[src/sv/kot_pkg.sv]
`default_nettype none
// ----------------------------------------------------------------------------
// Keyword and operator tokenizer package
// Shared token codes, character codes and the queue entry type.
// ----------------------------------------------------------------------------
package kot_pkg;

    localparam int KIND_BITS   = 5;
    localparam int START_BITS  = 32;
    localparam int LEN_BITS    = 16;
    localparam int WINDOW_BITS = 48;
    localparam int QUEUE_DEPTH = 4;
    localparam int QPTR_BITS   = $clog2(QUEUE_DEPTH);

    localparam logic [KIND_BITS-1:0] KIND_END     = 5'd0;
    localparam logic [KIND_BITS-1:0] KIND_LBRACE  = 5'd1;
    localparam logic [KIND_BITS-1:0] KIND_RBRACE  = 5'd2;
    localparam logic [KIND_BITS-1:0] KIND_LPAREN  = 5'd3;
    localparam logic [KIND_BITS-1:0] KIND_RPAREN  = 5'd4;
    localparam logic [KIND_BITS-1:0] KIND_DOT     = 5'd5;
    localparam logic [KIND_BITS-1:0] KIND_COMMA   = 5'd6;
    localparam logic [KIND_BITS-1:0] KIND_QUEST   = 5'd7;
    localparam logic [KIND_BITS-1:0] KIND_SEMI    = 5'd8;
    localparam logic [KIND_BITS-1:0] KIND_COLON   = 5'd9;
    localparam logic [KIND_BITS-1:0] KIND_QUOTE   = 5'd10;
    localparam logic [KIND_BITS-1:0] KIND_AND     = 5'd11;
    localparam logic [KIND_BITS-1:0] KIND_ANDAND  = 5'd12;
    localparam logic [KIND_BITS-1:0] KIND_OR      = 5'd13;
    localparam logic [KIND_BITS-1:0] KIND_OROR    = 5'd14;
    localparam logic [KIND_BITS-1:0] KIND_LT      = 5'd15;
    localparam logic [KIND_BITS-1:0] KIND_LE      = 5'd16;
    localparam logic [KIND_BITS-1:0] KIND_GT      = 5'd17;
    localparam logic [KIND_BITS-1:0] KIND_GE      = 5'd18;
    localparam logic [KIND_BITS-1:0] KIND_ASSIGN  = 5'd19;
    localparam logic [KIND_BITS-1:0] KIND_EQ      = 5'd20;
    localparam logic [KIND_BITS-1:0] KIND_IF      = 5'd21;
    localparam logic [KIND_BITS-1:0] KIND_DO      = 5'd22;
    localparam logic [KIND_BITS-1:0] KIND_INT     = 5'd23;
    localparam logic [KIND_BITS-1:0] KIND_ELSE    = 5'd24;
    localparam logic [KIND_BITS-1:0] KIND_WHILE   = 5'd25;
    localparam logic [KIND_BITS-1:0] KIND_RETURN  = 5'd26;
    localparam logic [KIND_BITS-1:0] KIND_IDENT   = 5'd27;

    localparam logic [2:0] OP_NONE   = 3'd0;
    localparam logic [2:0] OP_AMP    = 3'd1;
    localparam logic [2:0] OP_PIPE   = 3'd2;
    localparam logic [2:0] OP_LT     = 3'd3;
    localparam logic [2:0] OP_GT     = 3'd4;
    localparam logic [2:0] OP_ASSIGN = 3'd5;

    localparam logic [7:0] CH_END    = 8'h00;
    localparam logic [7:0] CH_LBRACE = 8'h7B;
    localparam logic [7:0] CH_RBRACE = 8'h7D;
    localparam logic [7:0] CH_LPAREN = 8'h28;
    localparam logic [7:0] CH_RPAREN = 8'h29;
    localparam logic [7:0] CH_DOT    = 8'h2E;
    localparam logic [7:0] CH_COMMA  = 8'h2C;
    localparam logic [7:0] CH_QUEST  = 8'h3F;
    localparam logic [7:0] CH_SEMI   = 8'h3B;
    localparam logic [7:0] CH_COLON  = 8'h3A;
    localparam logic [7:0] CH_QUOTE  = 8'h22;
    localparam logic [7:0] CH_AMP    = 8'h26;
    localparam logic [7:0] CH_PIPE   = 8'h7C;
    localparam logic [7:0] CH_LT     = 8'h3C;
    localparam logic [7:0] CH_GT     = 8'h3E;
    localparam logic [7:0] CH_EQ     = 8'h3D;

    // Keyword spellings, first character in the lowest byte.
    localparam logic [WINDOW_BITS-1:0] KW_IF     = 48'h0000_0000_6669;
    localparam logic [WINDOW_BITS-1:0] KW_DO     = 48'h0000_0000_6F64;
    localparam logic [WINDOW_BITS-1:0] KW_INT    = 48'h0000_0074_6E69;
    localparam logic [WINDOW_BITS-1:0] KW_ELSE   = 48'h0000_6573_6C65;
    localparam logic [WINDOW_BITS-1:0] KW_WHILE  = 48'h0065_6C69_6877;
    localparam logic [WINDOW_BITS-1:0] KW_RETURN = 48'h6E72_7574_6572;

    // One accepted byte yields at most two tokens; only the first can be a word.
    typedef struct packed {
        logic [1:0]            count;
        logic [KIND_BITS-1:0]  kind0;
        logic [KIND_BITS-1:0]  kind1;
        logic [START_BITS-1:0] start;
        logic [LEN_BITS-1:0]   length;
    } t_entry;

    function automatic logic is_word_char(input logic [7:0] c);
        return (c >= 8'h61 && c <= 8'h7A) || (c >= 8'h41 && c <= 8'h5A) ||
               (c >= 8'h30 && c <= 8'h39) || (c == 8'h5F);
    endfunction

endpackage
`default_nettype wire

[src/sv/keyword_operator_tokenizer.sv]
`default_nettype none
// ----------------------------------------------------------------------------
// Keyword and operator tokenizer
// Turns a stream of source bytes into punctuation, operator, keyword,
// identifier and end tokens.
// ----------------------------------------------------------------------------
// The slave channel takes one source byte per beat; byte 0 ends a stream and
// yields an end token. The master channel gives one token per beat, with
// tlast on the final token caused by one input byte. A byte yields zero, one
// or two tokens. Operators & | < > = and words are held until the next byte
// decides them, so their tokens appear after that byte is taken.
// A byte is taken every cycle while the entry queue has room; a byte that
// yields two tokens gives two output beats through the back end's single
// output register. A token passes through the entry queue and the output
// register in turn. When the receiver stalls, the output register holds
// its beat and the four-entry queue fills before the slave side stalls.
// Reset clears the byte position, any open word or pending operator, the
// queue and the output valid flag.
// ----------------------------------------------------------------------------
module keyword_operator_tokenizer
    import kot_pkg::*;
#(
    parameter int POSITION_BITS = 32,
    parameter int LENGTH_BITS   = 16
) (
    input  wire logic        i_clk,
    input  wire logic        i_rst_n,
    input  wire logic        s_axis_tvalid,
    output logic             s_axis_tready,
    input  wire logic [7:0]  s_axis_tdata,   // [7:0] char_byte
    output logic             m_axis_tvalid,
    input  wire logic        m_axis_tready,
    output logic [55:0]      m_axis_tdata,   // [4:0] token_kind, [36:5] word_start,
                                             // [52:37] word_length, [55:53] zero
    output logic             m_axis_tlast    // last_of_run
);

    t_entry push_entry, head_entry;
    logic   push, pop, full, empty;

    kot_front #(
        .POSITION_BITS (POSITION_BITS),
        .LENGTH_BITS   (LENGTH_BITS)
    ) u_front (
        .i_clk        (i_clk),
        .i_rst_n      (i_rst_n),
        .i_valid      (s_axis_tvalid),
        .i_char       (s_axis_tdata),
        .i_queue_full (full),
        .o_ready      (s_axis_tready),
        .o_push       (push),
        .o_entry      (push_entry)
    );

    kot_queue u_queue (
        .i_clk   (i_clk),
        .i_rst_n (i_rst_n),
        .i_push  (push),
        .i_entry (push_entry),
        .i_pop   (pop),
        .o_full  (full),
        .o_empty (empty),
        .o_head  (head_entry)
    );

    kot_back u_back (
        .i_clk    (i_clk),
        .i_rst_n  (i_rst_n),
        .i_empty  (empty),
        .i_head   (head_entry),
        .o_pop    (pop),
        .i_tready (m_axis_tready),
        .o_tvalid (m_axis_tvalid),
        .o_tdata  (m_axis_tdata),
        .o_tlast  (m_axis_tlast)
    );

endmodule
`default_nettype wire

[src/sv/kot_front.sv]
`default_nettype none
// ----------------------------------------------------------------------------
// Tokenizer front end
// Accepts one source byte per cycle while the queue has room, tracks the
// open word and pending operator, and packs its tokens into a queue entry.
// ----------------------------------------------------------------------------
module kot_front
    import kot_pkg::*;
#(
    parameter int POSITION_BITS = 32,
    parameter int LENGTH_BITS   = 16
) (
    input  wire logic       i_clk,
    input  wire logic       i_rst_n,
    input  wire logic       i_valid,
    input  wire logic [7:0] i_char,
    input  wire logic       i_queue_full,
    output logic            o_ready,
    output logic            o_push,
    output t_entry          o_entry
);

    logic [POSITION_BITS-1:0] r_pos, n_pos;
    logic [2:0]               r_pend, n_pend;
    logic                     r_open, n_open;
    logic [POSITION_BITS-1:0] r_begin, n_begin;
    logic [LENGTH_BITS-1:0]   r_count, n_count;
    logic [WINDOW_BITS-1:0]   r_window, n_window;

    logic                  accept;
    logic                  word_char;
    logic                  pre_valid, post_valid, done, dbl;
    logic [KIND_BITS-1:0]  pre_kind, post_kind, word_kind, single_kind;
    logic [START_BITS-1:0] pre_start;
    logic [LEN_BITS-1:0]   pre_len;
    logic [63:0]           begin_ext;
    logic [31:0]           count_ext;

    assign o_ready   = !i_queue_full;
    assign accept    = i_valid && o_ready;
    assign word_char = is_word_char(i_char);
    assign begin_ext = 64'(r_begin);
    assign count_ext = 32'(r_count);

    always_comb begin
        word_kind = KIND_IDENT;
        if (r_count == LENGTH_BITS'(2) && r_window == KW_IF) begin
            word_kind = KIND_IF;
        end else if (r_count == LENGTH_BITS'(2) && r_window == KW_DO) begin
            word_kind = KIND_DO;
        end else if (r_count == LENGTH_BITS'(3) && r_window == KW_INT) begin
            word_kind = KIND_INT;
        end else if (r_count == LENGTH_BITS'(4) && r_window == KW_ELSE) begin
            word_kind = KIND_ELSE;
        end else if (r_count == LENGTH_BITS'(5) && r_window == KW_WHILE) begin
            word_kind = KIND_WHILE;
        end else if (r_count == LENGTH_BITS'(6) && r_window == KW_RETURN) begin
            word_kind = KIND_RETURN;
        end
    end

    always_comb begin
        case (r_pend)
            OP_AMP:    single_kind = KIND_AND;
            OP_PIPE:   single_kind = KIND_OR;
            OP_LT:     single_kind = KIND_LT;
            OP_GT:     single_kind = KIND_GT;
            OP_ASSIGN: single_kind = KIND_ASSIGN;
            default:   single_kind = KIND_AND;
        endcase
        dbl = (r_pend == OP_AMP && i_char == CH_AMP) ||
              (r_pend == OP_PIPE && i_char == CH_PIPE) ||
              ((r_pend == OP_LT || r_pend == OP_GT || r_pend == OP_ASSIGN) &&
               i_char == CH_EQ);
    end

    always_comb begin
        n_pos     = r_pos + POSITION_BITS'(1);
        n_pend    = r_pend;
        n_open    = r_open;
        n_begin   = r_begin;
        n_count   = r_count;
        n_window  = r_window;
        pre_valid = 1'b0;
        pre_kind  = KIND_END;
        pre_start = '0;
        pre_len   = '0;
        done      = 1'b0;

        if (r_pend != OP_NONE) begin
            pre_valid = 1'b1;
            pre_kind  = dbl ? single_kind + KIND_BITS'(1) : single_kind;
            n_pend    = OP_NONE;
            done      = dbl;
        end else if (r_open) begin
            if (word_char) begin
                if (r_count < LENGTH_BITS'(6)) begin
                    n_window = r_window |
                               (WINDOW_BITS'(i_char) << {r_count[2:0], 3'b000});
                end
                if (r_count != {LENGTH_BITS{1'b1}}) begin
                    n_count = r_count + LENGTH_BITS'(1);
                end
                done = 1'b1;
            end else begin
                pre_valid = 1'b1;
                pre_kind  = word_kind;
                pre_start = begin_ext[START_BITS-1:0];
                pre_len   = (count_ext > 32'h0000_FFFF) ? 16'hFFFF : count_ext[15:0];
                n_open    = 1'b0;
                n_count   = '0;
                n_window  = '0;
                n_begin   = '0;
            end
        end

        post_valid = 1'b0;
        post_kind  = KIND_END;
        if (!done) begin
            post_valid = 1'b1;
            case (i_char)
                CH_END:    post_kind = KIND_END;
                CH_LBRACE: post_kind = KIND_LBRACE;
                CH_RBRACE: post_kind = KIND_RBRACE;
                CH_LPAREN: post_kind = KIND_LPAREN;
                CH_RPAREN: post_kind = KIND_RPAREN;
                CH_DOT:    post_kind = KIND_DOT;
                CH_COMMA:  post_kind = KIND_COMMA;
                CH_QUEST:  post_kind = KIND_QUEST;
                CH_SEMI:   post_kind = KIND_SEMI;
                CH_COLON:  post_kind = KIND_COLON;
                CH_QUOTE:  post_kind = KIND_QUOTE;
                CH_AMP: begin
                    post_valid = 1'b0;
                    n_pend     = OP_AMP;
                end
                CH_PIPE: begin
                    post_valid = 1'b0;
                    n_pend     = OP_PIPE;
                end
                CH_LT: begin
                    post_valid = 1'b0;
                    n_pend     = OP_LT;
                end
                CH_GT: begin
                    post_valid = 1'b0;
                    n_pend     = OP_GT;
                end
                CH_EQ: begin
                    post_valid = 1'b0;
                    n_pend     = OP_ASSIGN;
                end
                default: begin
                    post_valid = 1'b0;
                    if (word_char) begin
                        n_open   = 1'b1;
                        n_begin  = r_pos;
                        n_count  = LENGTH_BITS'(1);
                        n_window = WINDOW_BITS'(i_char);
                    end
                end
            endcase
        end
    end

    always_comb begin
        o_entry.count  = 2'(pre_valid) + 2'(post_valid);
        o_entry.kind0  = pre_valid ? pre_kind : post_kind;
        o_entry.kind1  = post_kind;
        o_entry.start  = pre_start;
        o_entry.length = pre_len;
        o_push         = accept && (pre_valid || post_valid);
    end

    always_ff @(posedge i_clk) begin
        if (!i_rst_n) begin
            r_pos    <= '0;
            r_pend   <= OP_NONE;
            r_open   <= 1'b0;
            r_begin  <= '0;
            r_count  <= '0;
            r_window <= '0;
        end else if (accept) begin
            r_pos    <= n_pos;
            r_pend   <= n_pend;
            r_open   <= n_open;
            r_begin  <= n_begin;
            r_count  <= n_count;
            r_window <= n_window;
        end
    end

endmodule
`default_nettype wire

[src/sv/kot_queue.sv]
`default_nettype none
// ----------------------------------------------------------------------------
// Tokenizer entry queue
// Small first-in first-out buffer of token entries between front and back.
// ----------------------------------------------------------------------------
module kot_queue
    import kot_pkg::*;
(
    input  wire logic   i_clk,
    input  wire logic   i_rst_n,
    input  wire logic   i_push,
    input  t_entry      i_entry,
    input  wire logic   i_pop,
    output logic        o_full,
    output logic        o_empty,
    output t_entry      o_head
);

    t_entry                 r_mem [QUEUE_DEPTH];
    logic [QPTR_BITS-1:0]   r_wr, r_rd;
    logic [QPTR_BITS:0]     r_used, n_used;
    logic                   do_pop;

    assign o_full  = (r_used == (QPTR_BITS+1)'(QUEUE_DEPTH));
    assign o_empty = (r_used == '0);
    assign o_head  = r_mem[r_rd];
    assign do_pop  = i_pop && !o_empty;

    always_comb begin
        n_used = r_used;
        if (i_push && !do_pop) begin
            n_used = r_used + (QPTR_BITS+1)'(1);
        end else if (!i_push && do_pop) begin
            n_used = r_used - (QPTR_BITS+1)'(1);
        end
    end

    always_ff @(posedge i_clk) begin
        if (i_push) begin
            r_mem[r_wr] <= i_entry;
        end
    end

    always_ff @(posedge i_clk) begin
        if (!i_rst_n) begin
            r_wr   <= '0;
            r_rd   <= '0;
            r_used <= '0;
        end else begin
            r_used <= n_used;
            if (i_push) begin
                r_wr <= r_wr + QPTR_BITS'(1);
            end
            if (do_pop) begin
                r_rd <= r_rd + QPTR_BITS'(1);
            end
        end
    end

endmodule
`default_nettype wire

[src/sv/kot_back.sv]
`default_nettype none
// ----------------------------------------------------------------------------
// Tokenizer back end
// Splits each queue entry into one or two output beats and holds the
// current beat in an output register.
// ----------------------------------------------------------------------------
module kot_back
    import kot_pkg::*;
(
    input  wire logic        i_clk,
    input  wire logic        i_rst_n,
    input  wire logic        i_empty,
    input  t_entry           i_head,
    output logic             o_pop,
    input  wire logic        i_tready,
    output logic             o_tvalid,
    output logic [55:0]      o_tdata,
    output logic             o_tlast
);

    logic                  r_valid;
    logic                  r_sub;
    logic [KIND_BITS-1:0]  r_kind;
    logic [START_BITS-1:0] r_start;
    logic [LEN_BITS-1:0]   r_len;
    logic                  r_last;
    logic                  load, beat_last;

    assign load      = !i_empty && (!r_valid || i_tready);
    assign beat_last = r_sub || (i_head.count == 2'd1);
    assign o_pop     = load && beat_last;

    always_ff @(posedge i_clk) begin
        if (!i_rst_n) begin
            r_valid <= 1'b0;
            r_sub   <= 1'b0;
        end else begin
            if (load) begin
                r_valid <= 1'b1;
                r_sub   <= !beat_last;
            end else if (i_tready) begin
                r_valid <= 1'b0;
            end
        end
    end

    always_ff @(posedge i_clk) begin
        if (load) begin
            r_last <= beat_last;
            if (r_sub) begin
                r_kind  <= i_head.kind1;
                r_start <= '0;
                r_len   <= '0;
            end else begin
                r_kind  <= i_head.kind0;
                r_start <= i_head.start;
                r_len   <= i_head.length;
            end
        end
    end

    assign o_tvalid = r_valid;
    assign o_tlast  = r_last;
    assign o_tdata  = {3'b000, r_len, r_start, r_kind};

endmodule
`default_nettype wire
[config.mk]
export PLATFORM = sky130hd
export DESIGN_NAME = keyword_operator_tokenizer
export DESIGN_NICKNAME = d
export VERILOG_FILES = /design/src/sv/kot_pkg.sv /design/src/sv/keyword_operator_tokenizer.sv /design/src/sv/kot_front.sv /design/src/sv/kot_queue.sv /design/src/sv/kot_back.sv
export SDC_FILE = /design/constraint.sdc
export NUM_CORES = 1
export LEC_CHECK = 0
export ABC_CLOCK_PERIOD_IN_PS = 6100
export BUFFER_PORTS_ARGS = -buffer_cell sky130_fd_sc_hd__buf_2
export CORE_AREA = 4 4 271 273
export CTS_CLUSTER_DIAMETER = 100
export DETAILED_ROUTE_END_ITERATION = 16
export DIE_AREA = 0 0 275 277
export GPL_TIMING_DRIVEN = 0
export HOLD_SLACK_MARGIN = 0.1
export PLACE_DENSITY = 0.4
export SYNTH_ARGS = -nofsm -noshare
export SYNTH_HDL_FRONTEND = slang
export SYNTH_SLANG_ARGS = --single-unit
[constraint.sdc]
create_clock -name i_clk -period 6.1 [get_ports i_clk]
set_clock_uncertainty 0.2 [all_clocks]
set_input_delay 0 -clock i_clk [delete_from_list [all_inputs] [get_ports i_clk]]
set_output_delay 0 -clock i_clk [all_outputs]
set_load 0.1 [all_outputs]
==> results.txt <==
- In this run, the combinational gates consume 29.5% of the power.
- The most critical setup path has its endpoint at u_queue.r_used[2]$_SDFFE_PN0P_.
- Sw Pwr: 3.48 mW
- Power density relative to cell area: 443 mW/mm^2
* Clock tree from TritonCTS: yes
- Area of the core region: 0.0711 sq mm
* Width of the die: 275 um
- Number of warning messages in the yosys log: 0
- Clock-pin slew of the registers on the worst-case setup and hold paths: 0.06 ns
* Sum of routed wire length over all layers: ~44000 um
- Net switching fraction of the power: 37.2%
- In this run the vertical extent of the chip is between 200 and 300 um.
- Walking the worst path, the cells encountered are dlygate4sd3_1 > buf_2 > clkbuf_1 > or3_1 > mux2_2 > nor4b_1 > o21ai_0 > o311a_1 > ha_1 > nor2_1 > ha_1 > inv_1 > fa_1 > xor2_1 > or3_1 > a21boi_0.
- In the routed layout, each cell is associated on average with a via count of 4.43.
- Once the floorplan was initialized, standard cells occupied 24.9% of the core.
- Sort of element at the end of the critical path: register
- Global-route usage over all layers: 11.6%
- Synthesis-stage register bit count: 433
- Each instance of the synthesized netlist takes up on average between 10 and 15 sq um.
- Data arrives at the worst endpoint at 4.43 ns.
- Total count of hold-check failures in the final report: 0
- The setup check on the worst reg-to-reg path leaves a slack of 2.35 ns.
* Cell Rows: approximately 100
- The worst register-to-register path begins at u_front.r_pend[0]$_SDFFE_PN0P_.
* Pre-CTS setup slack: 1.97 ns
- Number of buffers added on ports: 63
- Routability congestion estimate: about 0.83
- Result of the run: complete, no violations
- Total number of vias: 10600
* Fraction of final layout cells sized beyond drive strength 1: 17.4%
- Max Cap Violations: 0
* Drc violations: 0
* Most area-consuming cells after synthesis: sky130_fd_sc_hd__edfxtp_1 49%, sky130_fd_sc_hd__dfxtp_1 16%, sky130_fd_sc_hd__mux4_2 7.3%
- TritonCTS sink count: between 400 and 500
- Deepest clock path buffer count: 3
- Cell area after technology mapping: 0.0177 sq mm
- The synthesized design devotes to its leading area cell type 49.3% of total area.
- At the later pin of the worst-skew pair, clock insertion delay measures 0.60 ns.
- Once detailed placement completed, the half-perimeter wirelength came to 29900 um.
- Worst setup path category: in2reg
- RSZ-0062 raised after global routing: false
- Subtracting the final worst setup slack from the clock period gives 4.12 ns.
* Cell-internal power: 5.89 mW
* Final hold slack: 0.255 ns
* Residual antenna-violating net count after detailed routing: 0
- For this design, the slowest cell found on the critical path is sky130_fd_sc_hd__dlygate4sd3_1.
* Most frequently used cell type in the post-synthesis netlist: sky130_fd_sc_hd__edfxtp_1
- Entering global routing, the biggest net connects 45 pins.
- In this run the worst setup path begins at s_axis_tdata[1].
* Worst IR Drop VDD: 321 uV
* Worst reg2reg endpoint: u_queue.r_mem[0][54]$_DFFE_PP_
- Asr flop ratio synth: 0%
- Final worst setup slack: 1.98 ns
- Count of flip-flops with a built-in enable after synthesis: 290
- Kind of path behind the tightest hold check: reg2reg
- Final count of pins violating max slew: 0
- The first global-routing pass estimated ~68000 um of wire.
* Fraction of power consumed by sequential logic: 38.1%
- Of all nets on the critical path, the largest fanout is 10.
- Depth of the CTS H-tree: 2
* Number of global-route vias before repair: 10700
* DIE AREA: ~0.076 sq mm
- Final standard cell utilization of the core: 29.8%
- In this run the count of I/O pins placed on the die edge is 71.
- Post-CTS repair timing setup buffer count: 0
- Routed wire length per instance: about 19 um
* Commonest cells in the synthesized netlist: 290 x sky130_fd_sc_hd__edfxtp_1, 143 x sky130_fd_sc_hd__dfxtp_1, 139 x sky130_fd_sc_hd__and2_1, 74 x sky130_fd_sc_hd__nor2_1, 63 x sky130_fd_sc_hd__nand2_1
- Required time worst endpoint: about 6.4 ns
- Cell taking the most area after synthesis: sky130_fd_sc_hd__edfxtp_1
* Initial drt markers: roughly 550
* Kind of start point of the critical path: input port
- In this run the tightest slew margin relative to its limit is 21.6%.
* Final-report setup violation count: 0
- Synthesis produced a netlist whose cell count is about 1300.
* Area growth from synthesis to layout: 19.8%
- CTS root buffer: sky130_fd_sc_hd__clkbuf_16
- The final layout contains between 1000 and 1500 nets.
* Number of antenna violations at the first check in global routing: 1
- Summed over all cells, the static leakage comes to 6.73 nW.
* Portion of the post-synthesis area used by sequential elements: 65.5%
* Clock buffer count from CTS: 49
* Upper clock frequency limit: 243 MHz
* Final global-route overflow total: 0
* Delay of the slowest cell on the worst path: 0.53 ns
- In the synthesized netlist the dominant register cell turns out to be sky130_fd_sc_hd__edfxtp_1.
- The first TritonRoute pass finished after 5 iterations.
- Clock network power share: 32.5%
- Share of the clock period used by the worst path: 67.5%
* Sum of negative setup slack: 0 ns
- Number of different library cells in the post-synthesis netlist: 80
- For the worst flop-to-flop path, the logic depth is 7.
- At the pin with the least slew margin, the transition time is roughly 1.2 ns.
## worst min path at each step
stage / start / slack, ns / depth (start not counted) / to
2_1_floorplan: m_axis_tready / -0.01 / 3 / u_back.o_tvalid$_SDFFE_PN0P_
3_3_place_gp: m_axis_tready / 0.1 / 4 / u_back.o_tvalid$_SDFFE_PN0P_
3_5_place_dp: m_axis_tready / 0.13 / 4 / u_back.o_tvalid$_SDFFE_PN0P_
4_1_cts: u_front.r_window[7]$_SDFFE_PN0P_ / 0.26 / 1 / u_front.r_window[7]$_SDFFE_PN0P_
5_1_grt: u_front.r_begin[9]$_SDFFE_PN0P_ / 0.29 / 1 / u_front.r_begin[9]$_SDFFE_PN0P_
6_report: u_front.r_window[7]$_SDFFE_PN0P_ / 0.25 / 1 / u_front.r_window[7]$_SDFFE_PN0P_
## registers in the layout (all words and copies together), names as in the netlist, 2 cells and up, named ones only
signal,flops
u_front.r_count,16
u_back.r_start,32
u_queue.r_mem,236
u_front.r_pend,3
u_back.r_kind,5
u_front.r_window,48
u_queue.r_rd,2
u_queue.r_used,3
u_back.r_len,16
u_front.r_begin,32
u_queue.r_wr,2
u_front.r_pos,32
## cells by family after synthesis
group | count (synthesis) | share of synthesized area [%]
AOI/OAI and AO/OA | 166 | 6.50
adders and majority gates | 17 | 1.25
other | 1 | 0.0212
DFF | 433 | 65.5
and+or+nand+nor | 460 | 15.0
buffers and inverters | 86 | 2.11
muxes | 62 | 7.56
xor gates and xnor gates | 43 | 2.13
## critical path: cells and delay by family
kind                     cells  cell delay [ns]
multiplexers                 1             0.27
AND/OR/NAND/NOR              4             1.57
buffers and inverters        4             0.96
adder cells (fa/ha/maj)      3             0.87
AO/OA/AOI/OAI                3             0.58
XOR/XNOR                     1             0.17
## metal layers
layer / vias up / GRT usage, % / routed length, um
met5: - / 0 / 0
met1: 5297 / 16.3 / 21300
met2: 202 / 18.4 / 20500
met4: 0 / 3.05 / 891
li1: 5059 / - / -
met3: 54 / 2.09 / 1730
## cell type report
cell class,instances,area [sq um]
flip-flops and latches,433,11600
clock buffers,66,1330
repair buffers,83,606
inverters,15,56.3
fillers,7204,49900
multi-input cells,751,5760
diodes,1,2.50
well taps,950,1190
clock inverters,26,335
plain buffers,71,317
## per-stage QoR
| stage | std cells | power, mW | cell area [sq um] |
|---|---|---|---|
| after global placement | 2283 | 6.13 | 19200 |
| after CTS | 2395 | 9.57 | 21200 |
| after floorplan | 1270 | 5.86 | 17700 |
| after global routing | 2395 | 9.79 | 21200 |
| final | 2396 | 9.37 | 21200 |
| after detailed placement | 2289 | 6.45 | 19400 |
## power by group through the flow
stage	combinational, mW	sequential (mW)	clock (mW)
6_report	2.76	3.57	3.04
5_1_grt	2.91	3.59	3.29
4_1_cts	2.83	3.57	3.17
3_5_place_dp	2.82	3.63	0
3_3_place_gp	2.49	3.63	0
2_1_floorplan	0.769	5.09	0
## placed cells by master (no fill, tap or decap), types with 14 or more instances in the layout
cell type                       count
sky130_fd_sc_hd__edfxtp_1         290
sky130_fd_sc_hd__dfxtp_1          143
sky130_fd_sc_hd__and2_1           135
sky130_fd_sc_hd__buf_2             84
sky130_fd_sc_hd__nor2_1            74
sky130_fd_sc_hd__nand2_1           63
sky130_fd_sc_hd__mux4_2            57
sky130_fd_sc_hd__clkbuf_1          51
sky130_fd_sc_hd__clkbuf_16         50
sky130_fd_sc_hd__a21oi_1           49
sky130_fd_sc_hd__a22o_1            39
sky130_fd_sc_hd__nand3_1           30
sky130_fd_sc_hd__nand4_1           30
sky130_fd_sc_hd__xnor2_1           28
sky130_fd_sc_hd__o21ai_0           22
sky130_fd_sc_hd__nor3_1            21
sky130_fd_sc_hd__or3_1             16
sky130_fd_sc_hd__ha_1              16
sky130_fd_sc_hd__inv_1             15
sky130_fd_sc_hd__xor2_1            15
sky130_fd_sc_hd__dlygate4sd3_1     14
## repair_timing
item / 4_1_cts / 5_1_grt
gates resized for setup: 0 / 0
hold buffers: 14 / 0
hold endpoints to repair: 131 / 0
No activity file was read; power rests on OpenSTA's default activity.
